File: config.mk
export PLATFORM = sky130hd
export DESIGN_NAME = ihls_cordic_cell
export DESIGN_NICKNAME = d
export VERILOG_FILES = /design/src/design/ihls_pkg.sv /design/src/design/ihls_cordic_cell.sv
export SDC_FILE = /design/constraint.sdc
export NUM_CORES = 1
export LEC_CHECK = 0
export BUFFER_PORTS_ARGS = -buffer_cell sky130_fd_sc_hd__buf_2
export CAP_MARGIN = 10
export CORE_UTILIZATION = 25
export DETAILED_ROUTE_END_ITERATION = 8
export SYNTH_ARGS = -nofsm -noshare
export SYNTH_HDL_FRONTEND = slang
export SYNTH_SLANG_ARGS = --single-unit
File: constraint.sdc
create_clock -name clk_i -period 0.95 [get_ports clk_i]
set_input_delay 0.0475 -clock clk_i [delete_from_list [all_inputs] [get_ports clk_i]]
set_output_delay 0.0475 -clock clk_i [all_outputs]
set_load 0.005 [all_outputs]
File: src/design/ihls_pkg.sv
// ----------------------------------------------------------------------------
// ihls_pkg
// Shared types, widths and the arctangent table of the RGB to IHLS pipeline.
// ----------------------------------------------------------------------------
package ihls_pkg;

  localparam int unsigned ChanW    = 8;
  localparam int unsigned XyW      = 29;
  localparam int unsigned AngW     = 34;
  localparam int unsigned SumW     = 18;
  localparam int unsigned NumCells = 24;
  localparam int unsigned IdxW     = 5;

  localparam logic [16:0] Sqrt3Q16   = 17'd113512;
  localparam logic [18:0] LumRecip   = 19'd268436;
  localparam int unsigned LumShift   = 28;
  localparam logic signed [AngW-1:0] QuarterTurn = AngW'(64'sh40000000);
  localparam logic signed [AngW-1:0] HalfTurn    = AngW'(64'sh80000000);

  localparam logic [ChanW-1:0] HueThird    = 8'd85;
  localparam logic [ChanW-1:0] HueHalf     = 8'd127;
  localparam logic [ChanW-1:0] HueTwoThird = 8'd170;

  typedef struct packed {
    logic signed [XyW-1:0]  x;
    logic signed [XyW-1:0]  y;
    logic signed [AngW-1:0] ang;
    logic                   special;
    logic [ChanW-1:0]       spec_hue;
    logic                   neg_turn;
    logic [ChanW-1:0]       sat;
    logic [SumW-1:0]        lum_sum;
  } pipe_t;

  function automatic logic signed [AngW-1:0] atan_turn(input logic [IdxW-1:0] idx);
    logic signed [AngW-1:0] t;
    case (idx)
      5'd0:    t = AngW'(64'd536870912);
      5'd1:    t = AngW'(64'd316933406);
      5'd2:    t = AngW'(64'd167458907);
      5'd3:    t = AngW'(64'd85004756);
      5'd4:    t = AngW'(64'd42667331);
      5'd5:    t = AngW'(64'd21354465);
      5'd6:    t = AngW'(64'd10679838);
      5'd7:    t = AngW'(64'd5340245);
      5'd8:    t = AngW'(64'd2670163);
      5'd9:    t = AngW'(64'd1335087);
      5'd10:   t = AngW'(64'd667544);
      5'd11:   t = AngW'(64'd333772);
      5'd12:   t = AngW'(64'd166886);
      5'd13:   t = AngW'(64'd83443);
      5'd14:   t = AngW'(64'd41722);
      5'd15:   t = AngW'(64'd20861);
      5'd16:   t = AngW'(64'd10430);
      5'd17:   t = AngW'(64'd5215);
      5'd18:   t = AngW'(64'd2608);
      5'd19:   t = AngW'(64'd1304);
      5'd20:   t = AngW'(64'd652);
      5'd21:   t = AngW'(64'd326);
      5'd22:   t = AngW'(64'd163);
      5'd23:   t = AngW'(64'd81);
      default: t = '0;
    endcase
    return t;
  endfunction

endpackage

File: src/design/ihls_cordic_cell.sv
// ----------------------------------------------------------------------------
// ihls_cordic_cell
// One vectoring CORDIC iteration with its own pipeline register.
// ----------------------------------------------------------------------------
module ihls_cordic_cell (
  input  logic                        clk_i,
  input  logic                        rst_ni,
  input  logic                        en_i,
  input  logic [ihls_pkg::IdxW-1:0]   stage_idx_i,
  input  logic                        valid_i,
  input  ihls_pkg::pipe_t             pipe_i,
  output logic                        valid_o,
  output ihls_pkg::pipe_t             pipe_o
);
  import ihls_pkg::*;

  logic                   valid_q;
  pipe_t                  pipe_d, pipe_q;
  logic signed [XyW-1:0]  dx, dy;
  logic signed [AngW-1:0] step;

  always_comb begin
    dx     = pipe_i.y >>> stage_idx_i;
    dy     = pipe_i.x >>> stage_idx_i;
    step   = atan_turn(stage_idx_i);
    pipe_d = pipe_i;
    if (!pipe_i.y[XyW-1]) begin
      pipe_d.x   = pipe_i.x + dx;
      pipe_d.y   = pipe_i.y - dy;
      pipe_d.ang = pipe_i.ang + step;
    end else begin
      pipe_d.x   = pipe_i.x - dx;
      pipe_d.y   = pipe_i.y + dy;
      pipe_d.ang = pipe_i.ang - step;
    end
  end

  always_ff @(posedge clk_i or negedge rst_ni) begin
    if (!rst_ni) begin
      valid_q <= 1'b0;
    end else if (en_i) begin
      valid_q <= valid_i;
    end
  end

  always_ff @(posedge clk_i) begin
    if (en_i) begin
      pipe_q <= pipe_d;
    end
  end

  assign valid_o = valid_q;
  assign pipe_o  = pipe_q;

endmodule

==> Word-level counts from Yosys, hierarchy flattened <==
Memories as Yosys holds them, arrays and structs flattened.
Cells that the tools add are included.
{ "op_classes": {"add_sub_neg": 6, "muxes": 1, "shifts": 2} }
{ "op_table": {"columns": ["operator", "count"], "rows": [
  ["92-bit two-way mux", 1],
  ["29-bit adder", 2],
  ["29-bit by 5-bit >>> shifter with 29-bit output", 2],
  ["29-bit subtractor", 2],
  ["34-bit adder", 1],
  ["34-bit subtractor", 1]
]} }
{ "totals": {"reg_bits": 129, "in_bits": 137, "rom_bits": 960, "out_inout_bits": 129, "n_memories": 1} }
{ "memory_table": {"columns": ["name", "depth", "width", "rd", "rd_clocked_by_memory_dff", "wr", "line_no", "rtl"], "rows": [
  ["(name not given)", 32, 30, 1, 0, 0, "ihls_pkg.sv:37", "case (idx)"]
]} }

==> Logic depth before layout (Yosys ltp) <==
{ "logic_depth": {"depth_word": 3, "ltp_mapped": 27} }

==> Worst setup path before layout <==
No wires, ideal clock.
{ "synth_timing": {"path_kind": "input to register", "start": "input stage_idx_i[1] in the netlist's numbering", "end": "register pipe_q, in the netlist pipe_o[63], data pin", "slack_ns": -4.760, "cell_stages": 21, "arrival_time_ns": 5.575, "n_path_buf": 3, "path_cell_list": "buf_2 inv_2 buf_1 clkbuf_1 ha_1 mux2i_1 o22a_1 o221ai_1 a211oi_1 nand4_1 nor4b_1 a41oi_1 xnor2_1 ha_1 nand3_1 or3_1 o31ai_1 a21o_1 a21oi_1 or4b_2 nand3_1"} }
{ "synth_lines": {"columns": ["item", "line_no", "rtl"], "rows": [
  ["start: declaration", "ihls_cordic_cell.sv:9", "input logic [ihls_pkg::IdxW-1:0] stage_idx_i,"],
  ["end signal: assignment", "ihls_cordic_cell.sv:48", "pipe_q <= pipe_d;"],
  ["end: declaration", "ihls_cordic_cell.sv:18", "pipe_t pipe_d, pipe_q;"]
]} }

==> impl_metrics.json <==
{
  "cts_hold_buf": 40,
  "firstDrtPassIters": 5,
  "clock-sinks": 129,
  "syn_inst": 1564,
  "rsz0062_at_grt": "true",
  "hold_class": "input port to register",
  "yosysWarnings": 0,
  "grt_max_degree": 43,
  "synth-seq-area-share_pct": 26.4,
  "final_layout_size_suffix_gt1_share_pct": 57.9,
  "setup_slack_ns": -3.67,
  "h-tree-depth": 4,
  "drt-total-wl_um": 65300,
  "cts_tree": "built",
  "async_flop_share_pct": 0.775,
  "dpl.cell_count": 3169,
  "setup_viol": 221,
  "worstPathArrival_ns": 4.85,
  "place_ws_ns": -4.43,
  "synth.distinct_cells": 85,
  "power.density_nw_per_um2": 1360,
  "fin_hold_ws_ns": -0.0781,
  "syn-num-nets": 1804,
  "die_w_um": 244,
  "fill_cells": 5438,
  "nets": 2825,
  "period_needed_ns": 4.62,
  "synthTopCellsByArea": "edfxtp_1 26%, mux4_2 13%, ha_1 8.6%",
  "netlist_area_um2": 14600,
  "worst-setup-path-type": "input port to register",
  "antenna_found_initial": 4,
  "slowest_delay_ns": 0.53,
  "final_common_cell": "buf_4",
  "cpMostUsedCell": "a21oi_2",
  "crit_fanout": 8,
  "synth_edf_count": 128,
  "gp_congestion": 0.950,
  "ys.flop_type": "edfxtp_1",
  "cp_cell_sequence": "buf_16, buf_6, clkbuf_16, mux4_2, mux2i_1, mux4_2, or3b_4, nor3b_4, nand2_2, nor4_4, buf_6, nor3_4, a21oi_2, o32ai_2, ha_1, o21ai_2, a21oi_2, or2_4, a21boi_4, o41ai_4, buf_4, o21bai_1, a21oi_2, xnor2_1",
  "grt.overflow.total": 0,
  "vdd_drop_max_uv": 1510,
  "grt_pass1_wl_um": 95000,
  "cts_made_buffers": 17,
  "failed_checks": "hold timing, setup timing",
  "register_area_um2": 3870,
  "drv_cap": 0,
  "design.core.area_um2": 57800,
  "io_pins": 266,
  "rows": 88,
  "fmax_mhz": 217,
  "cp_top_family": "simple AND/OR/NAND/NOR gates",
  "crit_buf_inv": 5,
  "critical-path-slowest-cell": "mux4_2",
  "yosys.area.top_type": "edfxtp_1",
  "via_per_inst": 5.06,
  "grtUsageTotal_pct": 20.9,
  "via_count": 17000,
  "slew_viol_final": 0,
  "outcome": "finished with violations",
  "wl_per_cell_um": 19.4,
  "crit_path_end_kind": "register",
  "clk_pin_slew_ns": 0.06,
  "final_cell_mix": "691 x buf_4, 261 x buf_2, 128 x edfxtp_1",
  "dieArea_um2": 59500,
  "drt-initial-drc-count": 946,
  "clk_latency_ns": 0.49,
  "startpoint_type": "input port",
  "postRouteAntennaNets": 0,
  "finalPower_mw": 35.3,
  "cts_buffer_depth": 2,
  "start_util_pct": 25.3,
  "synth_top_area_share_pct": 26.3,
  "tns_ns": -265.42,
  "dp_hpwl_um": 50000,
  "io_buffers": 265,
  "critPathRequiredTime_ns": 1.18,
  "relSlewSlack_pct": 37.4,
  "drc": 0,
  "ys_ff_latch": 129,
  "skew_ns": 0,
  "grt_pass1_vias": 16800,
  "stdcell_count": 3368,
  "areaGrowthSynthToFinish_pct": 77.9,
  "worst_slew_pin_slew_ns": 0.939,
  "die_y_um": 244,
  "leakagePower_nw": 11.4,
  "multi_input_area_um2": 12100,
  "fin_crit_sh_pct": 486,
  "finalHoldViolations": 1,
  "synth.avg_cell_area_um2": 9.36,
  "ctsRootBufferMaster": "clkbuf_16"
}
cells in the mapped netlist (all sizes together), types with 21 or more instances:
cell type	n
o21a	28
o21ai	90
nor2	155
edfxtp	128
clkbuf	48
a31oi	24
mux4	82
xnor2	81
o22ai	21
nor3	32
xor2	54
nand3	26
a21oi	130
ha	100
buf	40
inv	52
nand2	116
mux2i	47
a211oi	22
nor2b	21
a21o	29
state kept, by name (all words and copies together) (netlist names):
register  cells
pipe_o      128
valid_o       1
what timing repair did:
action | 4_1_cts | 5_1_grt
endpoints found under the setup margin | 221 | 221
resized for setup | 145 | 306
hold endpoints to repair | 49 | 1
gates cloned | 2 | 2
setup buffers | 45 | 101
pin swaps | 75 | 219
worst paths after layout:
| kind | cells past startpoint | to | slack, ns | from |
|---|---|---|---|---|
| setup / recovery | 24 | pipe_o[122] | -3.67 | stage_idx_i[0] |
| hold / removal | 2 | pipe_o[70] | -0.08 | pipe_i[70] |
| setup reg to reg | 1 | valid_o | 0.20 | valid_o |
| hold reg to reg | 1 | valid_o | 0.52 | valid_o |
| max in group asynchronous | 3 | valid_o | 0.44 | rst_ni |
| min in group asynchronous | 3 | valid_o | 0.40 | rst_ni |
routing by layer:
layer / up-vias / global-route usage, % / wire length (um)
met4: 4 / 7.32 / 1690
li1: 8077 / - / -
met2: 534 / 34.3 / 31400
met5: - / 0 / 23
met3: 98 / 3.53 / 3510
met1: 8333 / 27.4 / 28700
final cells by class:
type / instances / area share (%)
Inverter: 54 / 0.928
Clock buffer: 18 / 1.65
Antenna cell: 5 / 0.0481
Sequential cell: 129 / 14.9
Multi-Input combinational cell: 1293 / 46.4
Clock inverter: 14 / 0.505
Timing Repair Buffer: 1090 / 32.0
Tap cell: 765 / 3.68
power by group:
| group | switching [mW] | internal (mW) | total (mW) |
|---|---|---|---|
| Sequential | 0.287 | 7.85 | 8.13 |
| Combinational | 9.76 | 10.9 | 20.6 |
| Clock | 2.96 | 3.61 | 6.57 |
| Total | 13.0 | 22.3 | 35.3 |
cells by family (layout without fill, tap and decap cells):
kind of cell	after synthesis	count (layout)	share of synthesized area, %
XOR/XNOR	135	135	8.08
flip-flops	129	129	26.4
multiplexers	147	147	17.2
AND/OR/NAND/NOR	432	432	14.0
AO/OA/AOI/OAI	476	476	21.2
buffers and inverters	142	1176	4.09
other	0	5	0
adder cells (fa/ha/maj)	103	103	8.96
metrics by stage:
step | cell area (um^2) | utilization [%]
final | 26000 | 45.0
after global routing | 26000 | 45.0
after CTS | 24000 | 41.5
after detailed placement | 22100 | 38.2
after global placement | 22100 | 38.2
after floorplan | 15100 | -
No activity file was read; power rests on OpenSTA's default activity.
