## src/design/ihls_pkg.sv

```systemverilog
// ----------------------------------------------------------------------------
// ihls_pkg
// Shared types, widths and the arctangent table of the RGB to IHLS pipeline.
// ----------------------------------------------------------------------------
package ihls_pkg;

  localparam int unsigned ChanW    = 8;
  localparam int unsigned XyW      = 29;
  localparam int unsigned AngW     = 34;
  localparam int unsigned SumW     = 18;
  localparam int unsigned NumCells = 24;
  localparam int unsigned IdxW     = 5;

  localparam logic [16:0] Sqrt3Q16   = 17'd113512;
  localparam logic [18:0] LumRecip   = 19'd268436;
  localparam int unsigned LumShift   = 28;
  localparam logic signed [AngW-1:0] QuarterTurn = AngW'(64'sh40000000);
  localparam logic signed [AngW-1:0] HalfTurn    = AngW'(64'sh80000000);

  localparam logic [ChanW-1:0] HueThird    = 8'd85;
  localparam logic [ChanW-1:0] HueHalf     = 8'd127;
  localparam logic [ChanW-1:0] HueTwoThird = 8'd170;

  typedef struct packed {
    logic signed [XyW-1:0]  x;
    logic signed [XyW-1:0]  y;
    logic signed [AngW-1:0] ang;
    logic                   special;
    logic [ChanW-1:0]       spec_hue;
    logic                   neg_turn;
    logic [ChanW-1:0]       sat;
    logic [SumW-1:0]        lum_sum;
  } pipe_t;

  function automatic logic signed [AngW-1:0] atan_turn(input logic [IdxW-1:0] idx);
    logic signed [AngW-1:0] t;
    case (idx)
      5'd0:    t = AngW'(64'd536870912);
      5'd1:    t = AngW'(64'd316933406);
      5'd2:    t = AngW'(64'd167458907);
      5'd3:    t = AngW'(64'd85004756);
      5'd4:    t = AngW'(64'd42667331);
      5'd5:    t = AngW'(64'd21354465);
      5'd6:    t = AngW'(64'd10679838);
      5'd7:    t = AngW'(64'd5340245);
      5'd8:    t = AngW'(64'd2670163);
      5'd9:    t = AngW'(64'd1335087);
      5'd10:   t = AngW'(64'd667544);
      5'd11:   t = AngW'(64'd333772);
      5'd12:   t = AngW'(64'd166886);
      5'd13:   t = AngW'(64'd83443);
      5'd14:   t = AngW'(64'd41722);
      5'd15:   t = AngW'(64'd20861);
      5'd16:   t = AngW'(64'd10430);
      5'd17:   t = AngW'(64'd5215);
      5'd18:   t = AngW'(64'd2608);
      5'd19:   t = AngW'(64'd1304);
      5'd20:   t = AngW'(64'd652);
      5'd21:   t = AngW'(64'd326);
      5'd22:   t = AngW'(64'd163);
      5'd23:   t = AngW'(64'd81);
      default: t = '0;
    endcase
    return t;
  endfunction

endpackage

```

## src/design/ihls_prep.sv

```systemverilog
// ----------------------------------------------------------------------------
// ihls_prep
// Entry stage: saturation, luminance sum, special hues and the start vector.
// ----------------------------------------------------------------------------
module ihls_prep (
  input  logic                 clk_i,
  input  logic                 rst_ni,
  input  logic                 en_i,
  input  logic                 valid_i,
  input  logic [7:0]           red_i,
  input  logic [7:0]           green_i,
  input  logic [7:0]           blue_i,
  output logic                 valid_o,
  output ihls_pkg::pipe_t      pipe_o
);
  import ihls_pkg::*;

  logic                   valid_q;
  pipe_t                  pipe_d, pipe_q;
  logic [ChanW-1:0]       mx, mn, absd;
  logic signed [10:0]     diff;
  logic signed [XyW-1:0]  xw;
  logic [24:0]            ym;

  always_comb begin
    mx = red_i;
    mn = red_i;
    if (green_i > mx) mx = green_i;
    if (blue_i > mx) mx = blue_i;
    if (green_i < mn) mn = green_i;
    if (blue_i < mn) mn = blue_i;
    diff = $signed({2'b00, red_i, 1'b0}) - $signed({3'b000, green_i})
           - $signed({3'b000, blue_i});
    xw = {{(XyW-27){diff[10]}}, diff, 16'h0000};
    absd = (green_i > blue_i) ? (green_i - blue_i) : (blue_i - green_i);
    ym = 25'(absd) * 25'(Sqrt3Q16);

    pipe_d.sat      = mx - mn;
    pipe_d.lum_sum  = SumW'(red_i) * SumW'(210) + SumW'(green_i) * SumW'(715)
                      + SumW'(blue_i) * SumW'(72);
    pipe_d.neg_turn = blue_i > green_i;
    pipe_d.special  = 1'b1;
    pipe_d.spec_hue = '0;
    if (red_i == green_i && green_i == blue_i) begin
      pipe_d.spec_hue = '0;
    end else if (green_i == blue_i) begin
      pipe_d.spec_hue = (red_i > green_i) ? '0 : HueHalf;
    end else if (red_i == blue_i && green_i > blue_i) begin
      pipe_d.spec_hue = HueThird;
    end else if (red_i == green_i && blue_i > green_i) begin
      pipe_d.spec_hue = HueTwoThird;
    end else begin
      pipe_d.special = 1'b0;
    end
    if (diff < 0) begin
      pipe_d.x   = $signed({4'b0000, ym});
      pipe_d.y   = -xw;
      pipe_d.ang = QuarterTurn;
    end else begin
      pipe_d.x   = xw;
      pipe_d.y   = $signed({4'b0000, ym});
      pipe_d.ang = '0;
    end
  end

  always_ff @(posedge clk_i or negedge rst_ni) begin
    if (!rst_ni) begin
      valid_q <= 1'b0;
    end else if (en_i) begin
      valid_q <= valid_i;
    end
  end

  always_ff @(posedge clk_i) begin
    if (en_i) begin
      pipe_q <= pipe_d;
    end
  end

  assign valid_o = valid_q;
  assign pipe_o  = pipe_q;

endmodule

```

## config.mk

```make
export PLATFORM = sky130hd
export DESIGN_NAME = ihls_prep
export DESIGN_NICKNAME = d
export VERILOG_FILES = /design/src/design/ihls_pkg.sv /design/src/design/ihls_prep.sv
export SDC_FILE = /design/constraint.sdc
export NUM_CORES = 1
export LEC_CHECK = 0
export BUFFER_PORTS_ARGS = -buffer_cell sky130_fd_sc_hd__buf_2
export CAP_MARGIN = 20
export CORE_ASPECT_RATIO = 1.1
export CORE_UTILIZATION = 44
export CTS_BUF_LIST = sky130_fd_sc_hd__clkbuf_16
export DETAILED_ROUTE_END_ITERATION = 8
export HOLD_SLACK_MARGIN = 0.03
export PLACE_DENSITY_LB_ADDON = 0.12
export SYNTH_ARGS = -nofsm -noshare
export SYNTH_HDL_FRONTEND = slang
export SYNTH_SLANG_ARGS = --single-unit
```

## constraint.sdc

```tcl
create_clock -name clk_i -period 1.7 [get_ports clk_i]
set_clock_uncertainty 0.05 [all_clocks]
set_input_delay 0.34 -clock clk_i [delete_from_list [all_inputs] [get_ports clk_i]]
set_output_delay 0.34 -clock clk_i [all_outputs]
set_load 0.1 [all_outputs]
```

**Word level (Yosys, flattened, before mapping)**

Index checks and enable logic that the tools add are counted.

- Flip-flop bits (word level): 127
- Output and inout port bits: 129

- Add/subtract/negate cells: 8
- $mul: 4
- $lt $le $gt $ge: 8
- Eq/ne operators: 3
- Muxes and demuxes: 11
- Reduce and logical (&&, ||, !) cells: 4

Operator list:

| operator | number |
|---|---|
| 88-bit 2-to-1 mux | 1 |
| 8-bit 2-to-1 mux | 8 |
| 8-bit greater-than comparator | 5 |
| 27-bit negator with 29-bit output | 1 |
| 8-bit equality test | 3 |
| 8-bit subtractor | 3 |
| 8-bit by 14-bit multiplier with 22-bit output, second input constant | 1 |
| 16-bit by 18-bit adder with 18-bit output | 1 |
| 18-bit by 15-bit adder with 18-bit output | 1 |
| 8-bit by 10-bit multiplier with 18-bit output, second input constant | 1 |
| 8-bit less-than comparator | 2 |
| 8-bit by 7-bit multiplier with 15-bit output, second input constant | 1 |
| 8-bit by 4-bit multiplier with 12-bit output, second input constant | 1 |
| 11-bit by 1-bit less-than comparator with 1-bit output, second input constant | 1 |
| 10-bit by 9-bit subtractor with 11-bit output | 1 |
| 9-bit by 8-bit subtractor with 10-bit output | 1 |
| 7-bit 2-to-1 mux | 1 |
| 1-bit logical AND | 3 |
| 3-bit OR reduction | 1 |
| 1-bit 2-to-1 mux | 1 |

**Longest topological paths before layout**

Gate-level depths: netlist of run 1.

- Depth in word-level cells: 5
- Depth in mapped cells: 34
- Mapped depth without buffers: 33

**Worst setup path before layout of run 1**

Ideal clock, no wire load.

- Path kind: in2reg
- From: input green_i[0]
- To: register pipe_q (netlist bit pipe_o[122]), data pin
- Library setup time: 262 ps
- Arrival time: 6974 ps
- Required time: 1388 ps
- Path slack: -5585 ps
- Stages: 32
- Cell sequence: inv_1 -> ha_1 -> inv_1 -> fa_1 -> a21o_1 -> a21oi_1 -> o221ai_2 -> nand2_1 -> buf_2 -> mux2_1 -> nor3b_1 -> a21oi_1 -> a21o_1 -> a21oi_2 -> xnor2_1 -> ha_1 -> inv_1 -> fa_1 -> fa_1 -> fa_1 -> inv_1 -> ha_1 -> a21o_1 -> a21o_1 -> a21o_1 -> nand3_1 -> nand2_1 -> o31a_1 -> o21a_1 -> o31ai_1 -> xor2_1 -> o21ai_0

RTL lines:

| item | line | RTL |
|---|---|---|
| start: declaration | ihls_prep.sv:11 | `input logic [7:0] green_i,` |
| end signal: assignment | ihls_prep.sv:76 | `pipe_q <= pipe_d;` |
| end: declaration | ihls_prep.sv:19 | `pipe_t pipe_d, pipe_q;` |

==> results.md, run 1 <==
* Status: finished with violations
* Failing checks: setup timing
* Worst Setup End Kind: flip-flop
* Vias in the first global route at about 9800
* Hold_sp: valid_i
* Initial antenna violation count at 0
* Antenna Nets Post-Route at 0
* GPL Wtd Cong at 0.887
* Multi-input logic area at around 9400 µm²
* Slowest stage delay, CP at 0.48 ns
* Rows at 61
* Synth Register Bits at 83
* Async S/R FF share, synth at 0.0120
* Fmax at roughly 160 MHz
* Final Instance Count excl. Fillers at 2016
* Share of post-route cells with drive strength above 1 at 0.486
* Clk Latency, worst-skew pair at 0.36 ns
* Seq/Total Area, Yosys at 0.219
* WS Path Type: in -> reg
* CP dominant cell by count: fa_1
* Reg-to-Reg End: valid_o$_DFFE_PN0P_
* Initial core utilization at 0.449
* Reg area at 2490 µm²
* Slowest stage cell, crit path: fa_1
* CTS tree: built
* Detailed-placement wirelength estimate at 25500 µm
* Compound-Gate Fraction of Synth Area at 0.111
* Mean Syn Cell Area at 9.73 µm²
* Pin count of the biggest net entering global routing at 31
* Die Wd at 155 µm
* Vias per std cell at 4.81
* Cell count after synthesis at 1165
* DR iter-0 viols at about 270
* I/O pin cnt at 157
* Synth Cell Area at ~11000 µm²
* Sink Count at 83
* Final Setup Violations at 75
* First-pass GRT wire length at 48800 µm
* EDFF count, synth at 82
* Hold Vio Cnt, Final at 0
* Layout area overhead at 54.3%
* Tmin final at 6.42 ns
* Drt pass-1 iters at 5
* Synth Area in XOR/XNOR at 0.0618
* Min-delay worst type: in -> reg
* Final Net Count at 1992
* Fin crit share at 3.78
* Hold Crit Depth at 2
* Final Util at 0.692
* Area after DPL at 15100 µm²
* Die Ht at 170 µm
* Synth warn at 0
* Mux cell area share after synthesis at 0.0243
* GRT Residual Overflow at 0
* DRT Wirelength at ~32000 µm
* Worst setup SP type: primary input
* Htree depth at 3
* Post-route cell area at 17500 µm²
* Main combinational cell family by area after synthesis: adder cells
* Worst Path Max Fanout at 4
* Clock Path Buffers at 2
* Root buf cell: clkbuf_16
* Critical path launch point: green_i[0]
* Register-to-register setup slack at between 0.9 and 1 ns
* Final Max Tran Viols at 0
* Worst r2r src: valid_o$_DFFE_PN0P_
* Via count at 9707
* CTS clock-pin slew for the worst setup and hold paths at 0.06 ns
* RSZ-0062 raised after global routing: yes
* Ant diodes at 0
* Max capacitance violation total at 0
* Core area at 25300 µm²
* Crit path DAT at 6.48 ns
* GR Util All Layers at 0.245
* Total CTS buffers at 9
* Simple-gate area share of the yosys netlist at 0.0766
* R2R cell count at 1
* Fin worst setup slack at -4.72 ns
* FILL cells at 1976
* Adder-Cell Fraction of Synth Area at 0.392
* Hold EP: valid_o$_DFFE_PN0P_
* Primary FF master, synth: edfxtp_1
* DRC Markers at 0
* Count of unique library cells instantiated by Yosys at 61
* Port bufs at approximately 120
* Per-cell routed wire length at 15.7 µm
* DP Cell Count at 1921
* Worst path required time at between 1.5 and 2 ns
* DIE AREA at 26400 µm²
## sequential cells by signal, indices dropped and copies added, names as in the netlist
register  cells
pipe_o       82
valid_o       1
## routing by layer
layer / wire length, µm / track usage / part of all wire
met5: 0 / 0 / 0
met3: 1150 / 0.0390 / 0.036
met4: 1150 / 0.107 / 0.036
met1: 12600 / 0.273 / 0.40
met2: 16800 / 0.456 / 0.53
## worst max-delay path, delay by kind of cell
kind / cells / cell delay, ns
muxes: 1 / 0.21
adders and majority gates: 7 / 2.60
AOI/OAI and AO/OA: 9 / 1.46
buffers and inverters: 11 / 0.90
xor gates and xnor gates: 2 / 0.31
and+or+nand+nor: 4 / 0.63
## what timing repair did
action,CTS,global route
pin swaps,130,107
hold endpoints to repair,1,0
resized for setup,216,98
setup endpoints to repair,76,75
cloned,3,0
buffers inserted,45,40
hold buffers,1,0
## cells by family (layout without fill, tap and decap cells)
kind of cell               Yosys count  count (layout)
AOI/OAI and AO/OA                  196             196
xor gates and xnor gates            80              80
adders and majority gates          299             299
buffers and inverters              296             759
DFF                                 83              83
muxes                               25              25
other                                1              43
and+or+nand+nor                    185             185
## worst max path at each step
stage                            endpoint  slack, ns
floorplan            pipe_o[93]$_DFFE_PP_      -4.98
finish               pipe_o[94]$_DFFE_PP_      -4.72
detailed placement   pipe_o[93]$_DFFE_PP_      -5.33
global route        pipe_o[122]$_DFFE_PP_      -5.01
CTS                 pipe_o[122]$_DFFE_PP_      -4.72
global placement     pipe_o[93]$_DFFE_PP_      -5.22
## cells in the mapped netlist (9+ instances only)
cell / count / area share
mux2i_1: 14 / 0.012
o21bai_1: 10 / 0.0066
inv_1: 238 / 0.079
mux2_2: 9 / 0.0089
buf_4: 46 / 0.030
nor2_1: 74 / 0.025
xnor2_1: 54 / 0.042
xor2_1: 26 / 0.020
nand2_1: 35 / 0.012
nor3_1: 14 / 0.0062
o21ai_0: 35 / 0.015
a21o_1: 25 / 0.017
ha_1: 205 / 0.23
nor2b_1: 11 / 0.0061
a21oi_1: 70 / 0.031
o21a_1: 14 / 0.0093
edfxtp_1: 82 / 0.22
fa_1: 94 / 0.17
## through the flow
stage / worst slack [ns] / hold slack (ns) / TNS [ns]
final: -4.72 / 0.162 / -240.71
after global routing: -5.01 / 0.165 / -256.34
after CTS: -4.72 / 0.151 / -234.49
after detailed placement: -5.33 / 0.0656 / -278.33
after global placement: -5.22 / 0.0642 / -275.52
after floorplan: -4.98 / -0.00559 / -238.89
## layout by cell type, fill, tap and decap left out, drive strengths merged, types with 14 or more instances in the layout
master,instances
o21ai,37
a21oi,73
conb,43
o21a,14
xnor2,54
ha,205
nor3,14
inv,242
nand2,35
nor2,74
edfxtp,82
mux2i,14
xor2,26
fa,94
a21o,25
buf,502
## layout make-up
type / instances / area share
multi-input combinational: 828 / 0.539
inverter: 239 / 0.0527
tap: 346 / 0.0248
sequential: 83 / 0.142
clock inverter: 7 / 0.00293
clock buffer: 9 / 0.0129
timing repair buffer: 503 / 0.225
timing repair inverter: 1 / 0.000358
Power of run 1 is left out: the tool's default activity adds up to more than one toggle a clock period on the data nets, which glitch-free logic cannot reach.
==> run 2, diff against run 1 <==
Settings changed: CTS_CLUSTER_DIAMETER set to 40, PLACE_DENSITY set to 0.68, PLACE_DENSITY_LB_ADDON 0.12 to not set, SKIP_LAST_GASP set to 1.
==> run 2 against run 1 <==
  * Critical path type unchanged
  * Setup slack lost 0.17 ns
  * Critical endpoint is now pipe_o[122]$_DFFE_PP_
  * Register-to-register slack lost 0.02 ns
  * Non-clock buffer count shrank 37
  * The run still ends with setup timing left
  * Via count is essentially flat
==> results.md, run 2 (synthesis gave the netlist of run 1 again) <==
* Most frequent cells in the layout: buf_4 (302), inv_1 (198), ha_1 (135)
* DRC Markers at 0 (unchanged)
* Worst Setup End Kind: flip-flop
* Final Max Tran Viols at 0 (unchanged)
* Post-route cell area at 17000 µm² (-3.0%)
* Max capacitance violation total at 0 (unchanged)
* WS Path Type: in -> reg
* Clk Latency, worst-skew pair at 0.35 ns (about the same)
* Via count at 9706 (-0.010%)
* Pre-CTS setup slack at -5.38 ns (-0.0528 ns)
* Pin count of the biggest net entering global routing at 35 (+13%)
* Htree depth at 3 (unchanged)
* Share of post-route cells with drive strength above 1 at 0.454 (-0.0312)
* Die Wd at 155 µm (unchanged)
* I/O pin cnt at 157 (unchanged)
* Fin crit share at 3.88 (+0.0980)
* Clock Path Buffers at 2 (unchanged)
* Die Ht at 170 µm (unchanged)
* Core area at 25300 µm² (unchanged)
* Rows at 61 (unchanged)
* Tmin final at 6.59 ns (+0.167 ns)
* RSZ-0062 raised after global routing: yes
* First-pass GRT wire length at 49000 µm (+0.45%)
* Final Net Count at 1957 (-1.8%)
* GR Util All Layers at 0.242 (-0.00229)
* Fmax at 152 MHz (-2.5%)
* Sink Count at 83 (unchanged)
* DRT Wirelength at 31800 µm (+0.57%)
* Initial antenna violation count at 0 (unchanged)
* Slowest stage cell, crit path: fa_1
* Root buf cell: clkbuf_16
* Vias per std cell at 4.90 (+1.8%)
* Drt pass-1 iters at 5 (unchanged)
* DIE AREA at 26400 µm² (unchanged)
* GPL Wtd Cong at 0.912 (+2.8%)
* Worst setup SP type: primary input
* Number of flip-flops under the largest register name at 82 (unchanged)
* Detailed-placement wirelength estimate at 25000 µm (-1.6%)
* Status: finished with violations
* Hold Crit Depth at 2 (unchanged)
* Initial core utilization at 0.449 (unchanged)
* Slowest stage delay, CP at 0.52 ns (+0.04 ns)
* Layout area overhead at 49.6%
* Area after DPL at 15100 µm² (-0.31%)
* Crit path DAT at 6.64 ns (+0.16 ns)
* DR iter-0 viols at 328 (+20%)
* CTS tree: built
* Worst Path Max Fanout at 4 (unchanged)
* Per-cell routed wire length at 16.1 µm (+2.3%)
* Ant diodes at 0 (unchanged)
* R2R cell count at 1 (unchanged)
* Total CTS buffers at 9 (unchanged)
* Antenna Nets Post-Route at 0 (unchanged)
* Hold Vio Cnt, Final at 0 (unchanged)
* GRT Residual Overflow at 0 (unchanged)
* Failing checks: setup timing
* Vias in the first global route at 10100 (+2.9%)
* Min-delay worst type: in -> reg
* FILL cells at 1902 (-3.7%)
* Worst path required time at 1.75 ns (about the same)
* Port bufs at 117 (unchanged)
* Fin worst setup slack at -4.89 ns (-0.167 ns)
* CTS clock-pin slew for the worst setup and hold paths at 0.07 ns (about the same)
* Most common cell after layout, fill and taps aside: buf_4
* Final Setup Violations at 76 (+1.3%)
run 2: cell count changes in the layout (fill, tap and decap cells not counted), moves of 4 or more:
cell	before	now
a21oi_1	29	35
a21oi_2	36	32
buf_12	11	6
buf_4	312	302
buf_6	60	38
inv_1	184	198
inv_2	49	33
inv_8	1	5
xnor2_1	41	45
run 2: critical path: cells and delay by family:
kind            cells  cell delay, ns
buf+inv             6            0.49
compound gates     13            2.36
xor+xnor            2            0.38
mux                 1            0.32
simple gates        3            0.36
fa+ha+maj           7            2.37
run 2: stage by stage:
step / TNS, ns / utilization / hold WS (ns) / cells
floorplan: -238.89 / - / -0.00559 / 1207
global placement: -273.73 / 0.597 / 0.0649 / 1913
detailed placement: -279.77 / 0.597 / 0.0695 / 1913
CTS: -238.95 / 0.647 / 0.163 / 1961
global route: -253.31 / 0.671 / 0.177 / 1981
finish: -239.84 / 0.671 / 0.170 / 1981
run 2: timing repair:
item	4_1_cts	5_1_grt
setup endpoints to repair	76	76
pin swaps	126	60
gates cloned	2	2
buffers inserted	30	21
hold buffers	1	0
hold endpoints to repair	1	0
gates resized for setup	151	88
run 2: final timing paths:
check	start	to	slack [ns]
setup / recovery	green_i[0]	pipe_o[122]$_DFFE_PP_	-4.89
hold / removal	valid_i	valid_o$_DFFE_PN0P_	0.17
setup reg to reg	valid_o$_DFFE_PN0P_	valid_o$_DFFE_PN0P_	0.90
hold reg to reg	valid_o$_DFFE_PN0P_	valid_o$_DFFE_PN0P_	0.47
max in group asynchronous	rst_ni	valid_o$_DFFE_PN0P_	1.27
min in group asynchronous	rst_ni	valid_o$_DFFE_PN0P_	0.24
run 2: final cells by class:
| type | count | area, µm² | share of cell area |
|---|---|---|---|
| multi-input combinational | 828 | 9280 | 0.547 |
| clock buffer | 9 | 225 | 0.0133 |
| inverter | 239 | 925 | 0.0545 |
| timing repair buffer | 466 | 3510 | 0.207 |
| tap | 346 | 433 | 0.0255 |
| timing repair inverter | 3 | 26.3 | 0.00155 |
| clock inverter | 7 | 66.3 | 0.00391 |
| sequential | 83 | 2490 | 0.147 |
run 2: layer usage:
layer,part of all wire,routed length (µm),global-route usage
met1,0.39,12300,0.262
met2,0.54,17100,0.464
met3,0.035,1110,0.0306
met4,0.043,1360,0.115
met5,0,0,0
Power of run 2 is left out for the same reason.
